`src/tlb_pkg.sv`:
```
// Shared types and constants for the fully associative TLB.
// Used by tlb_ctrl, tlb_dp and the top level tlb_fifo_lru; depends on nothing.
package tlb_pkg;

  // Default geometry of the table.
  localparam int unsigned TLB_ENTRIES_DEF = 16;
  localparam int unsigned PAGE_BITS_DEF   = 20;
  localparam int unsigned FRAME_BITS_DEF  = 20;
  localparam int unsigned PID_BITS_DEF    = 16;
  localparam int unsigned AGE_BITS_DEF    = 8;

  // Fixed field widths.
  localparam int unsigned SLOT_W     = 4;
  localparam int unsigned EIU_W      = 5;
  localparam int unsigned CFG_IDX_W  = 1;
  localparam int unsigned CFG_DATA_W = 5;

  // Configuration register indexes.
  localparam logic [CFG_IDX_W-1:0] CFG_REPL_MODE    = 1'd0;
  localparam logic [CFG_IDX_W-1:0] CFG_ENTRIES_USED = 1'd1;

  // Reset value of the entries-in-use register.
  localparam logic [EIU_W-1:0] EIU_RESET = 5'd16;

  // Replacement modes.
  localparam logic MODE_FIFO = 1'b0;
  localparam logic MODE_LRU  = 1'b1;

  // Item actions.
  localparam logic ACT_LOOKUP = 1'b0;
  localparam logic ACT_FILL   = 1'b1;

  // Controller states.
  typedef enum logic [1:0] {
    S_IDLE,
    S_MATCH,
    S_SCAN,
    S_EMIT
  } state_e;

  // Commands from the controller to the datapath.
  typedef struct packed {
    logic load_item;
    logic match_lookup;
    logic fill_direct;
    logic scan_init;
    logic scan_step;
    logic fill_best;
    logic load_out;
  } dp_cmd_t;

  // Status from the datapath to the controller.
  typedef struct packed {
    logic is_fill;
    logic need_scan;
    logic scan_done;
    logic out_free;
  } dp_status_t;

endpackage

```
`src/tlb_ctrl.sv`:
```
// Controller state machine of the TLB: sequences match, victim scan and result transfer.
// Depends on tlb_pkg for the state enum and the command and status structs.
module tlb_ctrl (
  input  logic                clk_i,
  input  logic                rst_ni,
  input  logic                in_valid_i,
  output logic                in_stall_o,
  input  tlb_pkg::dp_status_t status_i,
  output tlb_pkg::dp_cmd_t    cmd_o
);

  tlb_pkg::state_e state_q, state_d;

  // State register.
  always_ff @(posedge clk_i or negedge rst_ni) begin
    if (!rst_ni) begin
      state_q <= tlb_pkg::S_IDLE;
    end else begin
      state_q <= state_d;
    end
  end

  // Next state.
  always_comb begin
    state_d = state_q;
    case (state_q)
      tlb_pkg::S_IDLE: begin
        if (in_valid_i) state_d = tlb_pkg::S_MATCH;
      end
      tlb_pkg::S_MATCH: begin
        if (status_i.is_fill && status_i.need_scan) begin
          state_d = tlb_pkg::S_SCAN;
        end else begin
          state_d = tlb_pkg::S_EMIT;
        end
      end
      tlb_pkg::S_SCAN: begin
        if (status_i.scan_done) state_d = tlb_pkg::S_EMIT;
      end
      tlb_pkg::S_EMIT: begin
        if (status_i.out_free) state_d = tlb_pkg::S_IDLE;
      end
      default: state_d = tlb_pkg::S_IDLE;
    endcase
  end

  // Command outputs.
  always_comb begin
    cmd_o      = '0;
    in_stall_o = 1'b1;
    case (state_q)
      tlb_pkg::S_IDLE: begin
        in_stall_o      = 1'b0;
        cmd_o.load_item = in_valid_i;
      end
      tlb_pkg::S_MATCH: begin
        if (!status_i.is_fill) begin
          cmd_o.match_lookup = 1'b1;
        end else if (status_i.need_scan) begin
          cmd_o.scan_init = 1'b1;
        end else begin
          cmd_o.fill_direct = 1'b1;
        end
      end
      tlb_pkg::S_SCAN: begin
        if (status_i.scan_done) begin
          cmd_o.fill_best = 1'b1;
        end else begin
          cmd_o.scan_step = 1'b1;
        end
      end
      tlb_pkg::S_EMIT: begin
        cmd_o.load_out = status_i.out_free;
      end
      default: begin
        cmd_o = '0;
      end
    endcase
  end

endmodule

```
`src/tlb_dp.sv`:
```
// Datapath of the TLB: configuration, tag compare, entry storage, ages, victim choice
// and the output register. Depends on tlb_pkg; driven by commands from tlb_ctrl.
module tlb_dp #(
  parameter int unsigned TLB_ENTRIES = tlb_pkg::TLB_ENTRIES_DEF,
  parameter int unsigned PAGE_BITS   = tlb_pkg::PAGE_BITS_DEF,
  parameter int unsigned FRAME_BITS  = tlb_pkg::FRAME_BITS_DEF,
  parameter int unsigned PID_BITS    = tlb_pkg::PID_BITS_DEF,
  parameter int unsigned AGE_BITS    = tlb_pkg::AGE_BITS_DEF
) (
  input  logic                              clk_i,
  input  logic                              rst_ni,
  input  logic                              cfg_we_i,
  input  logic [tlb_pkg::CFG_IDX_W-1:0]     cfg_idx_i,
  input  logic [tlb_pkg::CFG_DATA_W-1:0]    cfg_data_i,
  input  logic                              action_i,
  input  logic [PID_BITS-1:0]               pid_i,
  input  logic [PAGE_BITS-1:0]              page_i,
  input  logic [FRAME_BITS-1:0]             new_frame_i,
  output logic                              out_valid_o,
  input  logic                              out_stall_i,
  output logic                              hit_o,
  output logic [FRAME_BITS-1:0]             frame_o,
  output logic [tlb_pkg::SLOT_W-1:0]        slot_o,
  input  tlb_pkg::dp_cmd_t                  cmd_i,
  output tlb_pkg::dp_status_t               status_o
);

  localparam int unsigned IDX_W = (TLB_ENTRIES > 1) ? $clog2(TLB_ENTRIES) : 1;
  localparam int unsigned CNT_W = $clog2(TLB_ENTRIES + 1);

  // Configuration registers.
  logic                      mode_q;
  logic [tlb_pkg::EIU_W-1:0] eiu_q;

  // Current item.
  logic                  item_action_q;
  logic [PID_BITS-1:0]   item_pid_q;
  logic [PAGE_BITS-1:0]  item_page_q;
  logic [FRAME_BITS-1:0] item_frame_q;

  // Table storage.
  logic [TLB_ENTRIES-1:0] valid_q;
  logic [PID_BITS-1:0]    pid_tab_q  [TLB_ENTRIES];
  logic [PAGE_BITS-1:0]   page_tab_q [TLB_ENTRIES];
  logic [AGE_BITS-1:0]    age_q      [TLB_ENTRIES];
  logic [FRAME_BITS-1:0]  frame_mem  [TLB_ENTRIES];
  logic [IDX_W-1:0]       fifo_ptr_q;

  // Per-item results.
  logic                  res_hit_q;
  logic [IDX_W-1:0]      res_slot_q;
  logic [FRAME_BITS-1:0] rd_frame_q;

  // Victim scan.
  logic [CNT_W-1:0]    scan_idx_q;
  logic [IDX_W-1:0]    best_q;
  logic [AGE_BITS-1:0] best_age_q;
  logic [AGE_BITS-1:0] scan_age;

  // Output register.
  logic                       out_valid_q;
  logic                       out_hit_q;
  logic [FRAME_BITS-1:0]      out_frame_q;
  logic [tlb_pkg::SLOT_W-1:0] out_slot_q;

  // Compare and selection signals.
  logic [CNT_W-1:0]       n_act;
  logic [TLB_ENTRIES-1:0] in_use;
  logic [TLB_ENTRIES-1:0] match_vec;
  logic [TLB_ENTRIES-1:0] free_vec;
  logic [IDX_W-1:0]       hit_idx;
  logic [IDX_W-1:0]       free_idx;
  logic                   hit_any;
  logic                   full;
  logic [IDX_W-1:0]       fifo_best;
  logic [CNT_W-1:0]       fifo_inc;
  logic [IDX_W-1:0]       fifo_next;
  logic                   wr_en;
  logic [IDX_W-1:0]       wr_idx;
  logic                   out_free;

  // Configuration writes.
  always_ff @(posedge clk_i or negedge rst_ni) begin
    if (!rst_ni) begin
      mode_q <= tlb_pkg::MODE_FIFO;
      eiu_q  <= tlb_pkg::EIU_RESET;
    end else if (cfg_we_i) begin
      case (cfg_idx_i)
        tlb_pkg::CFG_REPL_MODE:    mode_q <= cfg_data_i[0];
        tlb_pkg::CFG_ENTRIES_USED: eiu_q  <= cfg_data_i[tlb_pkg::EIU_W-1:0];
        default: ;
      endcase
    end
  end

  // Item capture on an input transfer.
  always_ff @(posedge clk_i) begin
    if (cmd_i.load_item) begin
      item_action_q <= action_i;
      item_pid_q    <= pid_i;
      item_page_q   <= page_i;
      item_frame_q  <= new_frame_i;
    end
  end

  // Active entry count, tag compare and priority encoders.
  always_comb begin
    if (eiu_q == '0) begin
      n_act = CNT_W'(1);
    end else if (32'(eiu_q) > 32'(TLB_ENTRIES)) begin
      n_act = CNT_W'(TLB_ENTRIES);
    end else begin
      n_act = CNT_W'(eiu_q);
    end
    for (int i = 0; i < TLB_ENTRIES; i++) begin
      in_use[i]    = CNT_W'(i) < n_act;
      match_vec[i] = valid_q[i] && in_use[i] &&
                     (pid_tab_q[i] == item_pid_q) && (page_tab_q[i] == item_page_q);
      free_vec[i]  = in_use[i] && !valid_q[i];
    end
    hit_idx  = '0;
    free_idx = '0;
    for (int i = TLB_ENTRIES - 1; i >= 0; i--) begin
      if (match_vec[i]) hit_idx = IDX_W'(i);
      if (free_vec[i])  free_idx = IDX_W'(i);
    end
    hit_any = |match_vec;
    full    = ~|free_vec;
  end

  // FIFO pointer: a stale pointer beyond the active range acts as zero.
  always_comb begin
    fifo_best = (CNT_W'(fifo_ptr_q) < n_act) ? fifo_ptr_q : '0;
    fifo_inc  = CNT_W'(fifo_best) + CNT_W'(1);
    fifo_next = (fifo_inc < n_act) ? IDX_W'(fifo_inc) : '0;
  end

  // Entry write port, shared by direct fills and fills after a scan.
  always_comb begin
    wr_en  = cmd_i.fill_direct || cmd_i.fill_best;
    wr_idx = cmd_i.fill_best ? best_q : (full ? fifo_best : free_idx);
  end

  // Valid bits and FIFO pointer.
  always_ff @(posedge clk_i or negedge rst_ni) begin
    if (!rst_ni) begin
      valid_q    <= '0;
      fifo_ptr_q <= '0;
    end else begin
      if (wr_en) valid_q[wr_idx] <= 1'b1;
      if (cmd_i.fill_direct && full) fifo_ptr_q <= fifo_next;
    end
  end

  // Tags, written on fill.
  always_ff @(posedge clk_i) begin
    if (wr_en) begin
      pid_tab_q[wr_idx]  <= item_pid_q;
      page_tab_q[wr_idx] <= item_page_q;
    end
  end

  // Frame memory with a registered read port.
  always_ff @(posedge clk_i) begin
    if (wr_en) frame_mem[wr_idx] <= item_frame_q;
    if (cmd_i.match_lookup) rd_frame_q <= frame_mem[hit_idx];
  end

  // Ages: a hit in LRU mode ages every entry and clears the hit one; a fill clears its entry.
  always_ff @(posedge clk_i or negedge rst_ni) begin
    if (!rst_ni) begin
      for (int i = 0; i < TLB_ENTRIES; i++) age_q[i] <= '0;
    end else if (cmd_i.match_lookup && hit_any && (mode_q == tlb_pkg::MODE_LRU)) begin
      for (int i = 0; i < TLB_ENTRIES; i++) begin
        if (IDX_W'(i) == hit_idx) begin
          age_q[i] <= '0;
        end else if (age_q[i] != '1) begin
          age_q[i] <= age_q[i] + AGE_BITS'(1);
        end
      end
    end else if (wr_en) begin
      age_q[wr_idx] <= '0;
    end
  end

  // Oldest-age scan, one entry per cycle; the lowest index wins a tie.
  assign scan_age = age_q[scan_idx_q[IDX_W-1:0]];

  always_ff @(posedge clk_i) begin
    if (cmd_i.scan_init) begin
      scan_idx_q <= CNT_W'(1);
      best_q     <= '0;
      best_age_q <= age_q[0];
    end else if (cmd_i.scan_step) begin
      scan_idx_q <= scan_idx_q + CNT_W'(1);
      if (scan_age > best_age_q) begin
        best_q     <= scan_idx_q[IDX_W-1:0];
        best_age_q <= scan_age;
      end
    end
  end

  // Result of the current item.
  always_ff @(posedge clk_i) begin
    if (cmd_i.match_lookup) begin
      res_hit_q  <= hit_any;
      res_slot_q <= hit_any ? hit_idx : '0;
    end else if (wr_en) begin
      res_hit_q  <= 1'b0;
      res_slot_q <= wr_idx;
    end
  end

  // Output register; it frees when the current result transfers.
  assign out_free = !out_valid_q || !out_stall_i;

  always_ff @(posedge clk_i or negedge rst_ni) begin
    if (!rst_ni) begin
      out_valid_q <= 1'b0;
    end else if (cmd_i.load_out) begin
      out_valid_q <= 1'b1;
    end else if (!out_stall_i) begin
      out_valid_q <= 1'b0;
    end
  end

  always_ff @(posedge clk_i) begin
    if (cmd_i.load_out) begin
      out_hit_q  <= res_hit_q;
      out_slot_q <= tlb_pkg::SLOT_W'(res_slot_q);
      if (item_action_q == tlb_pkg::ACT_FILL) begin
        out_frame_q <= item_frame_q;
      end else begin
        out_frame_q <= res_hit_q ? rd_frame_q : '0;
      end
    end
  end

  assign out_valid_o = out_valid_q;
  assign hit_o       = out_hit_q;
  assign frame_o     = out_frame_q;
  assign slot_o      = out_slot_q;

  // Status toward the controller.
  always_comb begin
    status_o.is_fill   = item_action_q == tlb_pkg::ACT_FILL;
    status_o.need_scan = full && (mode_q == tlb_pkg::MODE_LRU);
    status_o.scan_done = scan_idx_q == n_act;
    status_o.out_free  = out_free;
  end

endmodule

```
`src/tlb_fifo_lru.sv`:
```
// Top level of the fully associative TLB with FIFO or LRU replacement.
// Depends on tlb_pkg, tlb_ctrl and tlb_dp.
//
//   channel  direction  handshake               payload
//   input    in         in_valid_i / in_stall_o action_i, pid_i, page_i, new_frame_i
//   result   out        out_valid_o/out_stall_i hit_o, frame_o, slot_o
//   config   in         cfg_we_i                cfg_idx_i, cfg_data_i
//
// A lookup or a fill passes through capture, tag compare with frame read, and result load.
// A fill in LRU mode with all active entries valid adds an oldest-age scan of the active
// entries. Reset clears valid bits, ages, the FIFO pointer and the controller at once.
// A waiting result does not block the capture and compare of the next item; only its result
// load waits until the output register frees.
module tlb_fifo_lru #(
  parameter int unsigned TLB_ENTRIES = tlb_pkg::TLB_ENTRIES_DEF,
  parameter int unsigned PAGE_BITS   = tlb_pkg::PAGE_BITS_DEF,
  parameter int unsigned FRAME_BITS  = tlb_pkg::FRAME_BITS_DEF,
  parameter int unsigned PID_BITS    = tlb_pkg::PID_BITS_DEF,
  parameter int unsigned AGE_BITS    = tlb_pkg::AGE_BITS_DEF
) (
  input  logic                           clk_i,
  input  logic                           rst_ni,
  input  logic                           cfg_we_i,
  input  logic [tlb_pkg::CFG_IDX_W-1:0]  cfg_idx_i,
  input  logic [tlb_pkg::CFG_DATA_W-1:0] cfg_data_i,
  input  logic                           in_valid_i,
  output logic                           in_stall_o,
  input  logic                           action_i,
  input  logic [PID_BITS-1:0]            pid_i,
  input  logic [PAGE_BITS-1:0]           page_i,
  input  logic [FRAME_BITS-1:0]          new_frame_i,
  output logic                           out_valid_o,
  input  logic                           out_stall_i,
  output logic                           hit_o,
  output logic [FRAME_BITS-1:0]          frame_o,
  output logic [tlb_pkg::SLOT_W-1:0]     slot_o
);

  tlb_pkg::dp_cmd_t    cmd;
  tlb_pkg::dp_status_t status;

  // Controller.
  tlb_ctrl u_ctrl (
    .clk_i      (clk_i),
    .rst_ni     (rst_ni),
    .in_valid_i (in_valid_i),
    .in_stall_o (in_stall_o),
    .status_i   (status),
    .cmd_o      (cmd)
  );

  // Datapath.
  tlb_dp #(
    .TLB_ENTRIES (TLB_ENTRIES),
    .PAGE_BITS   (PAGE_BITS),
    .FRAME_BITS  (FRAME_BITS),
    .PID_BITS    (PID_BITS),
    .AGE_BITS    (AGE_BITS)
  ) u_dp (
    .clk_i       (clk_i),
    .rst_ni      (rst_ni),
    .cfg_we_i    (cfg_we_i),
    .cfg_idx_i   (cfg_idx_i),
    .cfg_data_i  (cfg_data_i),
    .action_i    (action_i),
    .pid_i       (pid_i),
    .page_i      (page_i),
    .new_frame_i (new_frame_i),
    .out_valid_o (out_valid_o),
    .out_stall_i (out_stall_i),
    .hit_o       (hit_o),
    .frame_o     (frame_o),
    .slot_o      (slot_o),
    .cmd_i       (cmd),
    .status_o    (status)
  );

endmodule
```
`config.mk`:
```
export PLATFORM = sky130hd
export DESIGN_NAME = tlb_fifo_lru
export DESIGN_NICKNAME = d
export VERILOG_FILES = /design/src/tlb_pkg.sv /design/src/tlb_ctrl.sv /design/src/tlb_dp.sv /design/src/tlb_fifo_lru.sv
export SDC_FILE = /design/constraint.sdc
export NUM_CORES = 2
export LEC_CHECK = 0
export BUFFER_PORTS_ARGS = -buffer_cell sky130_fd_sc_hd__buf_2
export CORE_ASPECT_RATIO = 0.8
export CORE_UTILIZATION = 39
export CTS_CLUSTER_SIZE = 20
export DETAILED_ROUTE_END_ITERATION = 8
export PLACE_DENSITY = 0.63
export SLEW_MARGIN = 20
export SYNTH_ARGS = -nofsm -noshare
export SYNTH_HDL_FRONTEND = slang
export SYNTH_HIERARCHICAL = 1
export SYNTH_SLANG_ARGS = --single-unit
export TNS_END_PERCENT = 1
```
`constraint.sdc`:
```
create_clock -name clk_i -period 10.55 [get_ports clk_i]
set_input_delay 1.055 -clock clk_i [delete_from_list [all_inputs] [get_ports clk_i]]
set_output_delay 1.055 -clock clk_i [all_outputs]
set_load 0.02 [all_outputs]
```
# Word-level counts from Yosys, hierarchy flattened
# Memories as Yosys holds them, arrays and structs flattened. A register that Yosys moved wholly into a read port is not among the register bits.
# Index checks and enable logic that the tools add are counted.
dict set report classes {
  n_addsub 18
  magnitude_cmp 25
  n_eq_ne 87
  mux 109
  bitwise_logic 6
  reduce_logical 122
}
# operator count
set op_table {}
lappend op_table {{== test 20 bit} 16}
lappend op_table {{2-to-1 mux 8 bit} 38}
lappend op_table {{== test 16 bit} 16}
lappend op_table {{2-to-1 mux 128 bit} 2}
lappend op_table {{2-to-1 mux 4 bit} 39}
lappend op_table {{adder 8 x 1 -> 8 bit (second input constant)} 16}
lappend op_table {{bitwise AND 128 bit} 1}
lappend op_table {{inequality test 8 bit (second input constant)} 16}
lappend op_table {{inverter 128 bit} 1}
lappend op_table {{logical AND 1 bit} 71}
lappend op_table {{inequality test 3 bit (second input constant)} 16}
lappend op_table {{< comparator 4 x 5 -> 1 bit (first input constant)} 8}
lappend op_table {{2-to-1 mux 20 bit} 2}
lappend op_table {{AND reduction 2 bit} 20}
lappend op_table {{binary-select mux 8 bit (select 4 bit)} 1}
lappend op_table {{demux 8 bit (select 4 bit)} 1}
lappend op_table {{== test 4 bit (first input constant)} 8}
lappend op_table {{OR reduction 16 bit} 2}
lappend op_table {{< comparator 3 x 5 -> 1 bit (first input constant)} 4}
lappend op_table {{logical NOT 1 bit} 19}
lappend op_table {{== test 3 x 4 -> 1 bit (first input constant)} 4}
lappend op_table {{2-to-1 mux 1 bit} 16}
lappend op_table {{bitwise OR 16 bit} 1}
lappend op_table {{>= comparator 5 bit (second input constant)} 2}
lappend op_table {{31 further kinds} 47}
dict set report totals {
  reg_bits 261
  mem_bits_rw 896
  in_bits 68
  out_inout_bits 27
  wordCells 404
  n_memories 3
}
# memory words word_bits read_ports rd_ports_with_merged_regs wr line_no
set memory_table {}
lappend memory_table {u_dp.frame_mem 16 20 1 1 1 tlb_dp.sv:46} ;# logic [FRAME_BITS-1:0] frame_mem [TLB_ENTRIES];
lappend memory_table {u_dp.page_tab_q 16 20 16 0 1 tlb_dp.sv:44} ;# logic [PAGE_BITS-1:0] page_tab_q [TLB_ENTRIES];
lappend memory_table {u_dp.pid_tab_q 16 16 16 0 1 tlb_dp.sv:43} ;# logic [PID_BITS-1:0] pid_tab_q [TLB_ENTRIES];

# Depth between registers and ports, before layout
dict set report logic_depth {
  word_depth 32
  depth_mapped 19
  mapped_depth_nobuf 17
}

# Hierarchy
# The synthesis kept the hierarchy.
# mod instances cells_each area_per_inst_um2 seq_area_each_um2
set by_module_without_submodules {}
lappend by_module_without_submodules {tlb_dp 1 3791 52671.8 34419.3}
lappend by_module_without_submodules {tlb_ctrl 1 27 256.5 50.0}

# Least setup slack after synthesis
# Ideal clock, no wire load.
dict set report synth_path {
  kind {reg2reg}
  from {register u_dp.scan_idx_q[0]}
  to {register u_dp/age_q[113] in the netlist's numbering}
  setup_ns 0.120
  arrival_ns 6.232
  required_time_ns 10.430
  slack_ns 4.199
  path_stages_with_launch 15
  path_buffers 3
  period_less_slack_ns 6.351
  cell_sequence {dfxtp_1 clkbuf_1 buf_1 xnor2_1 nor4_1 and2_1 clkbuf_1 nand2_1 o41a_1 o21ai_1 nand2b_1 nor2_1 a21oi_1 a22o_1 a31o_1}
}
# element line_no
set synth_rtl {}
lappend synth_rtl {{from (decl)} tlb_dp.sv:55} ;# logic [CNT_W-1:0] scan_idx_q;
lappend synth_rtl {{from (signal assigned)} tlb_dp.sv:195} ;# scan_idx_q <= scan_idx_q + CNT_W'(1);
lappend synth_rtl {{to (signal, indexed assignment)} tlb_dp.sv:178} ;# age_q[i] <= age_q[i] + AGE_BITS'(1);
lappend synth_rtl {{to (decl)} tlb_dp.sv:45} ;# logic [AGE_BITS-1:0] age_q [TLB_ENTRIES];

# Worst setup path after layout
dict set report layout_path {
  from {register u_dp/eiu_q[3] in the netlist's numbering}
  to {register u_dp/age_q[74] in the netlist's numbering}
}
dict set report layout_via {
  elab_chain_len 32
  word_cells_on_any_way 148
  classes_between {order compare: 20; eq/ne: 3; mux: 47; bitwise: 3; reduce/logical: 75}
}
# element line_no
set layout_lines {}
lappend layout_lines {{from (decl)} tlb_dp.sv:33} ;# logic [tlb_pkg::EIU_W-1:0] eiu_q;
lappend layout_lines {{from (signal assigned)} tlb_dp.sv:86} ;# eiu_q <= tlb_pkg::EIU_RESET;
lappend layout_lines {{from (signal assigned)} tlb_dp.sv:90} ;# tlb_pkg::CFG_ENTRIES_USED: eiu_q <= cfg_data_i[tlb_pkg::EIU_W-1:0];
lappend layout_lines {{greater-than comparator 5 bit} tlb_dp.sv:110} ;# end else if (32'(eiu_q) > 32'(TLB_ENTRIES)) begin
lappend layout_lines {{2-to-1 mux 5 bit} tlb_dp.sv:110}
lappend layout_lines {{2-to-1 mux 5 bit (*)} tlb_dp.sv:108} ;# if (eiu_q == '0) begin
lappend layout_lines {{< comparator 4 x 5 -> 1 bit} tlb_dp.sv:116} ;# in_use[i] = CNT_W'(i) < n_act;
lappend layout_lines {{logical AND 1 bit} tlb_dp.sv:119} ;# free_vec[i] = in_use[i] && !valid_q[i];
lappend layout_lines {{2-to-1 mux 4 bit (16 in a row)} tlb_dp.sv:125} ;# if (free_vec[i]) free_idx = IDX_W'(i);
lappend layout_lines {{2-to-1 mux 4 bit (2 in a row)} tlb_dp.sv:141} ;# wr_idx = cmd_i.fill_best ? best_q : (full ? fifo_best : free_idx);
lappend layout_lines {{inverter 4 -> 5 bit (implied by the code)} tlb_dp.sv:182} ;# age_q[wr_idx] <= '0;
lappend layout_lines {{>= comparator 5 bit (implied by the code) or < comparator 5 x 1 -> 1 bit (tied branches)} tlb_dp.sv:182}
lappend layout_lines {{logical AND 1 bit (implied by the code)} tlb_dp.sv:182}
lappend layout_lines {{2-to-1 mux 8 bit (implied by the code)} tlb_dp.sv:182}
lappend layout_lines {{demux 8 bit (select 4 bit)} tlb_dp.sv:182}
lappend layout_lines {{inverter 128 bit (no source line)} n/a}
lappend layout_lines {{bitwise AND 128 bit (no source line)} n/a}
lappend layout_lines {{2-to-1 mux 128 bit} tlb_dp.sv:181} ;# end else if (wr_en) begin
lappend layout_lines {{2-to-1 mux 128 bit} tlb_dp.sv:173} ;# end else if (cmd_i.match_lookup && hit_any && (mode_q == tlb_pkg::MODE_LRU)) begin
# Mark *: on every way between the ends. The rest lies on a longest branch, timed or not. The select of a mux whose other input is x is not followed.
# A chain may end at the register's enable or synchronous reset.

==> impl_metrics.ini <==
[outcome]
outcome = completed

[route]
drt-initial-drc-count = 3994
wl_met3_mm = 13.2
post-route-drc-count = 0
drtPass1Iterations = 6
wl_per_cell_um = 24.9
wirelength_mm = 145
via_count = 33700
drt-vias-per-instance = 5.79
wl_met1_mm = 64.0
maxUsedRoutingLayer = met4
drtAntennaViolNets = 0
route.met2.wl_mm = 63.9

[logic_synthesis]
synth_largest_area_cell = edfxtp_1
async_flop_share = 0.133
synth_area_um2 = 52900
syn-num-nets = 3921
synthTopCellsByArea = edfxtp_1, dfrtp_1, xnor2_1
yosysUniqueCellTypes = 100
synth_top_area_share = 0.574
synthFlopType = edfxtp_1
synth-edff-count = 1011
synthCells = 3818
syn-mean-instance-area_um2 = 13.9
yosys_warnings = 6
yosys-top-cells-count = edfxtp_1, xnor2_1, xor2_1
synth_seq_cells = 1177
synth.most_common_cell = edfxtp_1
synth_seq_area_share = 0.651

[global_routing]
grt_first_pass_wirelength_mm = 213
grt_max_degree = 88
grt_pass1_vias = 31600
grt_usage = 0.208
antenna_found_initial = 4
gr-total-overflow = 0

[power]
intPower_mw = 8.57
p_leak_nw = 20.2
pwr-share-comb = 0.152
vdd_drop_max_v = 0.000162
p_total_mw = 11.9
power_density_nw_per_um2 = 200
clkPwrFrac = 0.363
pwr-share-seq = 0.485
p_switching_mw = 3.32
switching_share = 0.279

[clock_network]
cts_resized = 0
cts_buffer_depth = 3
cts_tree = yes
cts_hold_buf = 0
clk_latency_ns = 0.77
cts_setup_buffers = 0
clock-sinks = 1177
root_buffer = clkbuf_16
cts_made_buffers = 117
path_clk_slew_ns = 0.06
h-tree-depth = 3

[timing]
timing.final.crit_share = 0.544
rsz0062_at_grt = no
finalCriticalPeriod_ns = 5.74
finalSetupTns_ns = 0
worst_slew_pin_slew_ns = 1.08
fmax_mhz = 174
setup-violations-final = 0
slew_headroom = 0.273
drv_slew = 0
finalHoldViolations = 0
fin_skew_ns = 0.0727

[setup_path]
cp-end-kind = flip-flop
cp.required_ns = 11.15
arrival_ns = 6.34
path_class = flip-flop to flip-flop
path_max_fanout = 38
start_kind = flip-flop

[floorplan]
dieArea_um2 = 137000
die_h_um = 332
ios = 95
die_w_um = 414
start_util = 0.394
fp.coreArea_um2 = 134000
std_cell_rows = 120

[finish]
finalNetCount = 4048
final_cell_area_um2 = 59500
final_util = 0.443
drive_gt1_frac = 0.132
syn_to_final_growth_pct = 12.3

[placed_design]
gp_congestion = 0.887
place_area_um2 = 55500
io_buffers = 94
hpwlAfterDp_mm = 87.7

[job]
cap_violations = 0

[hold_path]
hold_class = primary input to async pin
## worst max-delay path, cell delays in order (launching register included)
cell and delay [ns]:
dfrtp_1 0.62, a211oi_1 0.96, nor2_1 0.20, nor2_1 0.21
or4b_1 0.57, o41a_1 0.42, o21ai_2 0.11, nor2b_1 0.33
nor2b_4 0.89, buf_4 0.60, nand2b_1 0.36, o21ai_0 0.12
a41o_1 0.21
## placed cells by master, fill, tap and decap left out, types with 59 or more instances in the layout
cell / count
clkbuf_16: 118
and3_1: 59
buf_2: 93
xnor2_1: 330
nand4_1: 204
a21oi_1: 152
nor4_1: 153
nand2_1: 197
buf_4: 78
xor2_1: 246
dfrtp_1: 156
edfxtp_1: 1011
nand3_1: 135
nor2_1: 129
o21ai_0: 85
## metal layers
layer  GRT usage  vias to the layer above
li1            -                    14900
met1       0.313                    17000
met2       0.310                     1553
met3      0.0372                      214
met4      0.0548                        0
met5           0                        -
## power groups by stage
stage	registers (mW)	logic (mW)	clock network (mW)
after detailed placement	5.86	1.80	0
after floorplan	5.86	1.09	0
after global placement	5.85	1.79	0
after global routing	5.80	1.94	4.56
final	5.77	1.81	4.31
after CTS	5.77	1.81	4.39
## logic make-up (layout without fill, tap and decap cells)
family / count (synthesis) / after routing / synth area share
buf+inv: 222 / 447 / 0.0216
fa+ha+maj: 36 / 36 / 0.00846
flops: 1177 / 1177 / 0.651
mux: 150 / 150 / 0.0392
simple gates: 1139 / 1139 / 0.118
compound gates: 518 / 518 / 0.0659
xor+xnor: 576 / 576 / 0.0953
other cells: 0 / 2 / 0
## registers in the layout, summed over array words and instances, names as in the netlist, 5 cells and up
signal and count:
u_dp/page_tab_q 320, u_dp/age_q 128, u_dp/pid_tab_q 256, u_dp/frame_o 20, u_dp/rd_frame_q 20, u_dp/frame_mem 320
u_dp/item_page_q 20, u_dp/best_age_q 8, u_dp/valid_q 16, u_dp/item_frame_q 20, u_dp/scan_idx_q 5, u_dp/item_pid_q 16
u_dp/eiu_q 5
## final cells by class
cell class	instances	area (um2)
fillers	11900	74800
flip-flops and latches	1177	34500
multi-input cells	2419	17500
clock buffers	142	3100
well taps	1769	2210
repair buffers	173	1070
clock inverters	75	873
inverters	57	214
diodes	2	5.00
## per-stage QoR
step           setup WS [ns]  instances  hold WS [ns]
3_3_place_gp            5.08       5594         0.413
5_1_grt                 4.44       5813         0.427
6_report                4.81       5814         0.403
3_5_place_dp            4.93       5594         0.418
2_1_floorplan           4.20       3818         0.400
4_1_cts                 4.87       5811         0.414
## final timing paths
kind | cells after the start | endpoint | start | slack, ns
min in group clk_i | 0 | u_dp/slot_o[0] | u_dp/res_slot_q[0] | 0.42
max in group asynchronous | 2 | u_dp/age_q[48] | rst_ni | 8.58
max reg2reg | 12 | u_dp/age_q[74] | u_dp/eiu_q[3] | 4.81
min reg2reg | 0 | u_dp/slot_o[0] | u_dp/res_slot_q[0] | 0.42
max | 12 | u_dp/age_q[74] | u_dp/eiu_q[3] | 4.81
min | 1 | u_dp/age_q[113] | rst_ni | 0.40
No activity file was read; power rests on OpenSTA's default activity.
